==> config.mk <==
export PLATFORM = sky130hd
export DESIGN_NAME = charlieplex_single_node_driver
export DESIGN_NICKNAME = d
export VERILOG_FILES = /design/src/hw/rtl/cpx_pkg.sv /design/src/hw/rtl/cpx_divider.sv /design/src/hw/rtl/charlieplex_single_node_driver.sv
export SDC_FILE = /design/constraint.sdc
export NUM_CORES = 1
export LEC_CHECK = 0
export ABC_AREA = 0
export BUFFER_PORTS_ARGS = -buffer_cell sky130_fd_sc_hd__buf_2
export CORE_MARGIN = 5
export CORE_UTILIZATION = 48
export DETAILED_ROUTE_END_ITERATION = 10
export GPL_TIMING_DRIVEN = 1
export PLACE_DENSITY = 0.7
export SLEW_MARGIN = 0
export SYNTH_ARGS = -nofsm -noshare
export SYNTH_HDL_FRONTEND = slang
export SYNTH_SLANG_ARGS = --single-unit
==> constraint.sdc <==
create_clock -name clk -period 14.9 [get_ports clk]
set_input_delay 0.745 -clock clk [delete_from_list [all_inputs] [get_ports clk]]
set_output_delay 0.745 -clock clk [all_outputs]
set_load 0.01 [all_outputs]
==> src/hw/rtl/cpx_pkg.sv <==
// ----------------------------------------------------------------------------
// cpx_pkg
// types and constants shared by the charlieplex single node driver
// ----------------------------------------------------------------------------
`default_nettype none

package cpx_pkg;

    localparam int LINE_W    = 4;
    localparam int IDX_W     = 8;
    localparam int DRIVE_W   = 16;
    localparam int CNT_W     = 5;
    localparam int CFG_ADDR_W = 3;
    localparam int CFG_DATA_W = 32;

    localparam logic CFG_IDX_LINE_COUNT  = 1'b0;
    localparam logic CFG_IDX_COMMON_TYPE = 1'b1;

    localparam logic [CNT_W-1:0] LINE_COUNT_RESET  = 5'd16;
    localparam logic             COMMON_TYPE_RESET = 1'b1;
    localparam logic [CNT_W-1:0] MIN_LINES         = 5'd2;

    typedef enum logic [1:0] {
        ACT_ON    = 2'b00,
        ACT_OFF   = 2'b01,
        ACT_CLEAR = 2'b10,
        ACT_RESET = 2'b11
    } cpx_action_t;

    typedef enum logic [2:0] {
        ST_IDLE,
        ST_PREP,
        ST_DIV,
        ST_EVAL,
        ST_OUT
    } cpx_state_t;

    typedef struct packed {
        cpx_action_t        action;
        logic               by_index;
        logic [4:0]         row;
        logic [3:0]         col;
        logic [IDX_W-1:0]   node_index;
    } cpx_req_t;

    typedef struct packed {
        logic               ok;
        logic [DRIVE_W-1:0] drive_enable;
        logic [DRIVE_W-1:0] drive_level;
    } cpx_rsp_t;

endpackage

`default_nettype wire

==> src/hw/rtl/cpx_divider.sv <==
// ----------------------------------------------------------------------------
// cpx_divider
// restoring divider, one quotient bit per cycle, for linear node addressing
// ----------------------------------------------------------------------------
`default_nettype none

module cpx_divider
    import cpx_pkg::*;
(
    input  wire logic              clk,
    input  wire logic              rst_n,
    input  wire logic              start,
    input  wire logic [IDX_W-1:0]  dividend,
    input  wire logic [LINE_W-1:0] divisor,
    output logic                   done,
    output logic [IDX_W-1:0]       quotient,
    output logic [LINE_W-1:0]      remainder
);

    localparam int STEP_W = $clog2(IDX_W);
    localparam logic [STEP_W-1:0] LAST_STEP = STEP_W'(IDX_W - 1);

    logic                busy_reg, busy_next;
    logic [STEP_W-1:0]   cnt_reg, cnt_next;
    logic [IDX_W-1:0]    quo_reg, quo_next;
    logic [LINE_W-1:0]   rem_reg, rem_next;
    logic [LINE_W-1:0]   dvs_reg, dvs_next;
    logic [LINE_W:0]     trial;
    logic                fits;

    assign trial = {rem_reg, quo_reg[IDX_W-1]};
    assign fits  = trial >= {1'b0, dvs_reg};

    always_comb
    begin
        busy_next = busy_reg;
        cnt_next  = cnt_reg;
        quo_next  = quo_reg;
        rem_next  = rem_reg;
        dvs_next  = dvs_reg;
        if (start)
        begin
            busy_next = 1'b1;
            cnt_next  = '0;
            quo_next  = dividend;
            rem_next  = '0;
            dvs_next  = divisor;
        end
        else if (busy_reg)
        begin
            rem_next = fits ? LINE_W'(trial - {1'b0, dvs_reg}) : trial[LINE_W-1:0];
            quo_next = {quo_reg[IDX_W-2:0], fits};
            cnt_next = cnt_reg + 1'b1;
            if (cnt_reg == LAST_STEP)
            begin
                busy_next = 1'b0;
            end
        end
    end

    always_ff @(posedge clk or negedge rst_n)
    begin
        if (!rst_n)
        begin
            busy_reg <= 1'b0;
            cnt_reg  <= '0;
        end
        else
        begin
            busy_reg <= busy_next;
            cnt_reg  <= cnt_next;
        end
    end

    always_ff @(posedge clk)
    begin
        quo_reg <= quo_next;
        rem_reg <= rem_next;
        dvs_reg <= dvs_next;
    end

    assign done      = busy_reg && (cnt_reg == LAST_STEP);
    assign quotient  = quo_reg;
    assign remainder = rem_reg;

endmodule

`default_nettype wire

==> src/hw/rtl/charlieplex_single_node_driver.sv <==
// ----------------------------------------------------------------------------
// charlieplex_single_node_driver
// lights at most one node of a charlieplexed diode matrix on tri-state lines
// ----------------------------------------------------------------------------
// sequence: accept in IDLE, then PREP, EVAL (result registered) and OUT;
//   an in-range linear index ON or OFF adds DIV for the 8 divider steps
// one item in flight at a time
// reset: asynchronous active low; nothing lit, line_count 16, common_type 1
`default_nettype none

module charlieplex_single_node_driver
    import cpx_pkg::*;
#(
    parameter int MAX_LINES = 16
)
(
    input  wire logic                  clk,
    input  wire logic                  rst_n,
    input  wire logic                  req_valid,
    output logic                       req_stall,
    input  wire cpx_req_t              req,
    output logic                       rsp_valid,
    input  wire logic                  rsp_stall,
    output cpx_rsp_t                   rsp,
    input  wire logic                  psel,
    input  wire logic                  penable,
    input  wire logic                  pwrite,
    input  wire logic [CFG_ADDR_W-1:0] paddr,
    input  wire logic [CFG_DATA_W-1:0] pwdata,
    output logic [CFG_DATA_W-1:0]      prdata,
    output logic                       pready
);

    localparam logic [CNT_W-1:0] MAX_N = CNT_W'(MAX_LINES);

    cpx_state_t          state_reg, state_next;
    cpx_req_t            req_reg;
    cpx_rsp_t            rsp_reg, rsp_next;
    logic [CNT_W-1:0]    line_count_reg;
    logic                common_type_reg;
    logic                lit_reg, lit_next;
    logic [LINE_W-1:0]   hi_reg, hi_next;
    logic [LINE_W-1:0]   lo_reg, lo_next;

    logic                cfg_wr;
    logic                req_take;
    logic                div_start;
    logic                div_done;
    logic                eval_en;
    logic [IDX_W-1:0]    div_quo;
    logic [LINE_W-1:0]   div_rem;

    logic [CNT_W-1:0]    n;
    logic [CNT_W-1:0]    n_m1;
    logic [2*CNT_W-1:0]  node_total;
    logic                in_range;
    logic                need_div;
    logic [LINE_W-1:0]   r0, c0;
    logic [LINE_W-1:0]   rl, cl;
    logic [LINE_W-1:0]   hi, lo;
    logic                ok;

    // configuration port
    assign pready = 1'b1;
    assign cfg_wr = psel && penable && pwrite && pready;

    always_ff @(posedge clk or negedge rst_n)
    begin
        if (!rst_n)
        begin
            line_count_reg  <= LINE_COUNT_RESET;
            common_type_reg <= COMMON_TYPE_RESET;
        end
        else if (cfg_wr)
        begin
            if (paddr[2] == CFG_IDX_LINE_COUNT)
            begin
                line_count_reg <= pwdata[CNT_W-1:0];
            end
            else
            begin
                common_type_reg <= pwdata[0];
            end
        end
    end

    always_comb
    begin
        prdata = '0;
        if (paddr[2] == CFG_IDX_COMMON_TYPE)
        begin
            prdata[0] = common_type_reg;
        end
        else
        begin
            prdata[CNT_W-1:0] = line_count_reg;
        end
    end

    // address range and decode
    assign n = (line_count_reg < MIN_LINES) ? MIN_LINES :
               (line_count_reg > MAX_N) ? MAX_N : line_count_reg;
    assign n_m1       = n - 1'b1;
    assign node_total = n * n_m1;

    always_comb
    begin
        if (req_reg.by_index)
        begin
            in_range = (req_reg.node_index != '0) &&
                       ({{(2*CNT_W-IDX_W){1'b0}}, req_reg.node_index} <= node_total);
        end
        else
        begin
            in_range = (req_reg.row != '0) && (req_reg.row <= n) &&
                       (req_reg.col != '0) && ({1'b0, req_reg.col} <= n_m1);
        end
    end

    assign need_div = req_reg.by_index && in_range &&
                      ((req_reg.action == ACT_ON) || (req_reg.action == ACT_OFF));

    cpx_divider u_div (
        .clk       (clk),
        .rst_n     (rst_n),
        .start     (div_start),
        .dividend  (req_reg.node_index - 1'b1),
        .divisor   (n_m1[LINE_W-1:0]),
        .done      (div_done),
        .quotient  (div_quo),
        .remainder (div_rem)
    );

    assign r0 = div_quo[LINE_W-1:0];
    assign c0 = div_rem;

    always_comb
    begin
        if (req_reg.by_index)
        begin
            rl = r0;
            cl = (c0 < r0) ? c0 : c0 + 1'b1;
        end
        else
        begin
            rl = LINE_W'(req_reg.row - 1'b1);
            cl = ({1'b0, req_reg.col} < req_reg.row) ? req_reg.col - 1'b1 : req_reg.col;
        end
    end

    assign hi = common_type_reg ? rl : cl;
    assign lo = common_type_reg ? cl : rl;

    // request evaluation
    always_comb
    begin
        lit_next = lit_reg;
        hi_next  = hi_reg;
        lo_next  = lo_reg;
        ok       = 1'b0;
        case (req_reg.action)
            ACT_ON:
            begin
                if (in_range)
                begin
                    lit_next = 1'b1;
                    hi_next  = hi;
                    lo_next  = lo;
                    ok       = 1'b1;
                end
            end
            ACT_OFF:
            begin
                if (in_range)
                begin
                    if (!lit_reg)
                    begin
                        ok = 1'b1;
                    end
                    else if ((hi == hi_reg) && (lo == lo_reg))
                    begin
                        lit_next = 1'b0;
                        hi_next  = '0;
                        lo_next  = '0;
                        ok       = 1'b1;
                    end
                    else if ((hi != hi_reg) && (hi != lo_reg) &&
                             (lo != hi_reg) && (lo != lo_reg))
                    begin
                        ok = 1'b1;
                    end
                end
            end
            default:
            begin
                lit_next = 1'b0;
                hi_next  = '0;
                lo_next  = '0;
                ok       = 1'b1;
            end
        endcase
    end

    always_comb
    begin
        rsp_next.ok           = ok;
        rsp_next.drive_enable = '0;
        rsp_next.drive_level  = '0;
        if (lit_next)
        begin
            rsp_next.drive_enable = (DRIVE_W'(1) << hi_next) | (DRIVE_W'(1) << lo_next);
            rsp_next.drive_level  = DRIVE_W'(1) << hi_next;
        end
    end

    // sequencer
    always_comb
    begin
        state_next = state_reg;
        case (state_reg)
            ST_IDLE:
            begin
                if (req_valid)
                begin
                    state_next = ST_PREP;
                end
            end
            ST_PREP:
            begin
                state_next = need_div ? ST_DIV : ST_EVAL;
            end
            ST_DIV:
            begin
                if (div_done)
                begin
                    state_next = ST_EVAL;
                end
            end
            ST_EVAL:
            begin
                state_next = ST_OUT;
            end
            ST_OUT:
            begin
                if (!rsp_stall)
                begin
                    state_next = ST_IDLE;
                end
            end
            default:
            begin
                state_next = ST_IDLE;
            end
        endcase
    end

    always_comb
    begin
        req_stall = 1'b1;
        rsp_valid = 1'b0;
        div_start = 1'b0;
        eval_en   = 1'b0;
        case (state_reg)
            ST_IDLE: req_stall = 1'b0;
            ST_PREP: div_start = need_div;
            ST_EVAL: eval_en   = 1'b1;
            ST_OUT:  rsp_valid = 1'b1;
            default: req_stall = 1'b1;
        endcase
    end

    assign req_take = req_valid && !req_stall;
    assign rsp      = rsp_reg;

    always_ff @(posedge clk or negedge rst_n)
    begin
        if (!rst_n)
        begin
            state_reg <= ST_IDLE;
            lit_reg   <= 1'b0;
            hi_reg    <= '0;
            lo_reg    <= '0;
        end
        else
        begin
            state_reg <= state_next;
            if (eval_en)
            begin
                lit_reg <= lit_next;
                hi_reg  <= hi_next;
                lo_reg  <= lo_next;
            end
        end
    end

    always_ff @(posedge clk)
    begin
        if (req_take)
        begin
            req_reg <= req;
        end
        if (eval_en)
        begin
            rsp_reg <= rsp_next;
        end
    end

    // checks
    a_dark_lines_zero: assert property (@(posedge clk) disable iff (!rst_n)
        !lit_reg |-> (hi_reg == '0) && (lo_reg == '0))
        else $error("dark node holds nonzero lines");

    a_lit_lines_differ: assert property (@(posedge clk) disable iff (!rst_n)
        lit_reg |-> (hi_reg != lo_reg))
        else $error("lit node has anode equal to cathode");

    a_busy_after_accept: assert property (@(posedge clk) disable iff (!rst_n)
        req_take |=> req_stall && !rsp_valid)
        else $error("item accepted without entering the sequence");

    a_div_done_in_div: assert property (@(posedge clk) disable iff (!rst_n)
        div_done |-> (state_reg == ST_DIV))
        else $error("divider finished outside the divide state");

endmodule

`default_nettype wire
==> results.ini <==
[outcome]
status=finished, final reports clean

[setup_path]
worstReg2RegEnd=rsp[19]
crit_top_cell=nor2_1
cp_slowest_cell=fa_1
worst-path-max-fanout=9
arrival_ns=8.44
critical_path_class=register to register
start_kind=register
rrSetupSlack_ns=6.64
slowest_delay_ns=0.56
r2r_cells=30
r2r-start=line_count_reg[3]
worstPathRequired_ns=15.09
cp-end-kind=register

[clocking]
cts_setup_buffers=0
htreeDepth=3
hold_buffers=0
clockBufferDepth=2
cts.clk_slew.worst_paths_ns=0.07
cts_buffers=9
cts_tree=built
clock_latency_ns=0.35
cts_root_buffer=clkbuf_16
cts_resized=0
cts.sinks=91

[route]
final_antenna_net_count=0
via_per_inst=5.524
wirelength_um=15400
drtIter0Drc=237
top_layer_used=met4
wl_met2_um=7525
vias=5176
met3_length_um=972
drt-met1-wl_um=6487
drt-wirelength-per-cell_um=16.43
drt_pass1_iterations=5
drc_errors=0

[floorplanning]
die_w_um=130.8
fp.dieArea_sq_um=17110
fp.dieH_um=130.8
pin_count=130
core_sq_um=14420
rows=44
initial_core_util=0.4857

[job]
max_cap_viol_count=0

[logic_synthesis]
synth_cells=681
yosysMostFrequentCell=edfxtp_1
syn_area_per_cell_sq_um=10.29
syn-cell-area_sq_um=7005
synth_top_area_share=0.2786
ys_seq_area_frac=0.3690
synthArstFlopShare=0.2418
ys_types=99
yosys_register_bits=91
ys.flop_type=edfxtp_1
synth_area_leaders=edfxtp_1 28%, ha_1 10%, dfrtp_1 7.1%, nor2_1 3.4%, inv_1 3.1%
yosysTopAreaCell=edfxtp_1
synth_commonest_cells=65 x edfxtp_1, 64 x nor2_1, 58 x ha_1, 58 x inv_1, 40 x nand2_1
ys_warn_count=0
synth_edf_count=65

[timing]
worst_slew_pin_slew_ns=1.026
drv_slew=0
timing.hold.ws_ns=0.3847
fin_crit_sh=0.5543
rsz0062_at_grt=no
max_slew_margin=0.2981
finalHoldViolCount=0
fin_setup_tns_ns=0
fmax_ghz=0.1211
timing.final.ws_setup_ns=6.641
finalClockSkew_ns=0.007952
finalSetupViolations=0
finalCriticalPeriod_ns=8.259

[grt]
grt_antenna_before_repair=0
grt_pass1_vias=5046
grt_usage=0.1865
grt_pass1_wl_um=25110
grt_max_degree=30
gr-total-overflow=0

[final_layout]
instances_no_fill=937
antennaDiodeCount=0
syn_to_final_growth_pct=9.662
layout.nets=878
n_fill_cell=1309
largest_register_ffs=33
drive_gt1_frac=0.2138

[placement]
pre_cts_slack_ns=6.670
hpwlAfterDp_um=12170
gp_congestion=0.9146
dp.cells=921
port-buffer-count=72

[pwr]
irDropWorstVdd_v=0.00007696
leakage_nw=3.261
power.density_nw_per_um2=199.4

[hold_path]
hold_path.class=input port to asynchronous set/reset pin

==> layer usage <==
metal,vias to the layer above,global-route usage
li1,2541,-
met1,2464,0.2325
met2,141,0.3173
met3,30,0.03943
met4,0,0.07260
met5,-,0
==> metrics by stage <==
stage / power [W] / utilization / area (sq um)
floorplan: 0.001111 / - / 7103
global placement: 0.001286 / 0.5129 / 7398
detailed placement: 0.001318 / 0.5129 / 7398
CTS: 0.001544 / 0.5326 / 7682
global route: 0.001667 / 0.5326 / 7682
finish: 0.001532 / 0.5326 / 7682
==> logic make-up after synthesis <==
logic type | count (synthesis) | synth area share
XOR/XNOR | 35 | 0.04590
AO/OA/AOI/OAI | 149 | 0.1734
AND/OR/NAND/NOR | 208 | 0.1641
buffers and inverters | 106 | 0.08109
other | 2 | 0.001072
multiplexers | 22 | 0.03322
flip-flops | 91 | 0.3690
adder cells (fa/ha/maj) | 68 | 0.1322
==> layout make-up <==
cell class / count / area, sq um / share of cell area
clock inverter: 7 / 58.81 / 0.007655
clock buffer: 9 / 225.2 / 0.02932
inverter: 60 / 225.2 / 0.02932
timing repair buffer: 76 / 390.4 / 0.05081
tap: 184 / 230.2 / 0.02997
multi-input combinational: 510 / 3968 / 0.5165
sequential: 91 / 2585 / 0.3365
==> critical path: cells and delay by family, from the launching register on <==
kind / cells / cell delay, ns
adder cells (fa/ha/maj): 7 / 2.79
AO/OA/AOI/OAI: 11 / 2.68
AND/OR/NAND/NOR: 9 / 1.84
flip-flops: 1 / 0.44
XOR/XNOR: 1 / 0.09
buffers and inverters: 2 / 0.25
==> layout by cell type, fill, tap and decap left out, types with 5 or more instances in the layout <==
master	instances
dfrtp_1	20
buf_2	72
a21o_1	7
fa_1	10
mux2_2	10
o211ai_1	7
a31oi_1	5
conb_1	28
inv_1	58
nor2b_1	12
xnor2_1	18
nand2b_1	6
nor3_1	9
ha_1	58
edfxtp_1	65
o22ai_1	15
a31oi_4	5
clkbuf_16	9
o21ai_0	31
xor2_1	15
mux2i_1	12
nand2_1	40
or2_2	6
nand4_1	5
nand3_1	13
nor4_1	5
a211oi_1	5
nor2_1	63
a21oi_1	20
==> report_power, final <==
part           switching, W  internal, W
combinational      0.000501     0.000351
sequential        0.0000936     0.000367
clock              0.000103     0.000116
==> how the worst max path moves through the flow <==
stage                 startpoint  endpoint  slack, ns  cells past startpoint
2_1_floorplan  line_count_reg[3]   rsp[21]       7.60                     27
3_3_place_gp   line_count_reg[3]   rsp[23]       6.78                     30
3_5_place_dp   line_count_reg[3]   rsp[23]       6.67                     30
4_1_cts        line_count_reg[3]   rsp[23]       6.61                     30
5_1_grt        line_count_reg[3]   rsp[19]       6.09                     30
6_report       line_count_reg[3]   rsp[19]       6.64                     30
Power figures use the tool's default switching activity.
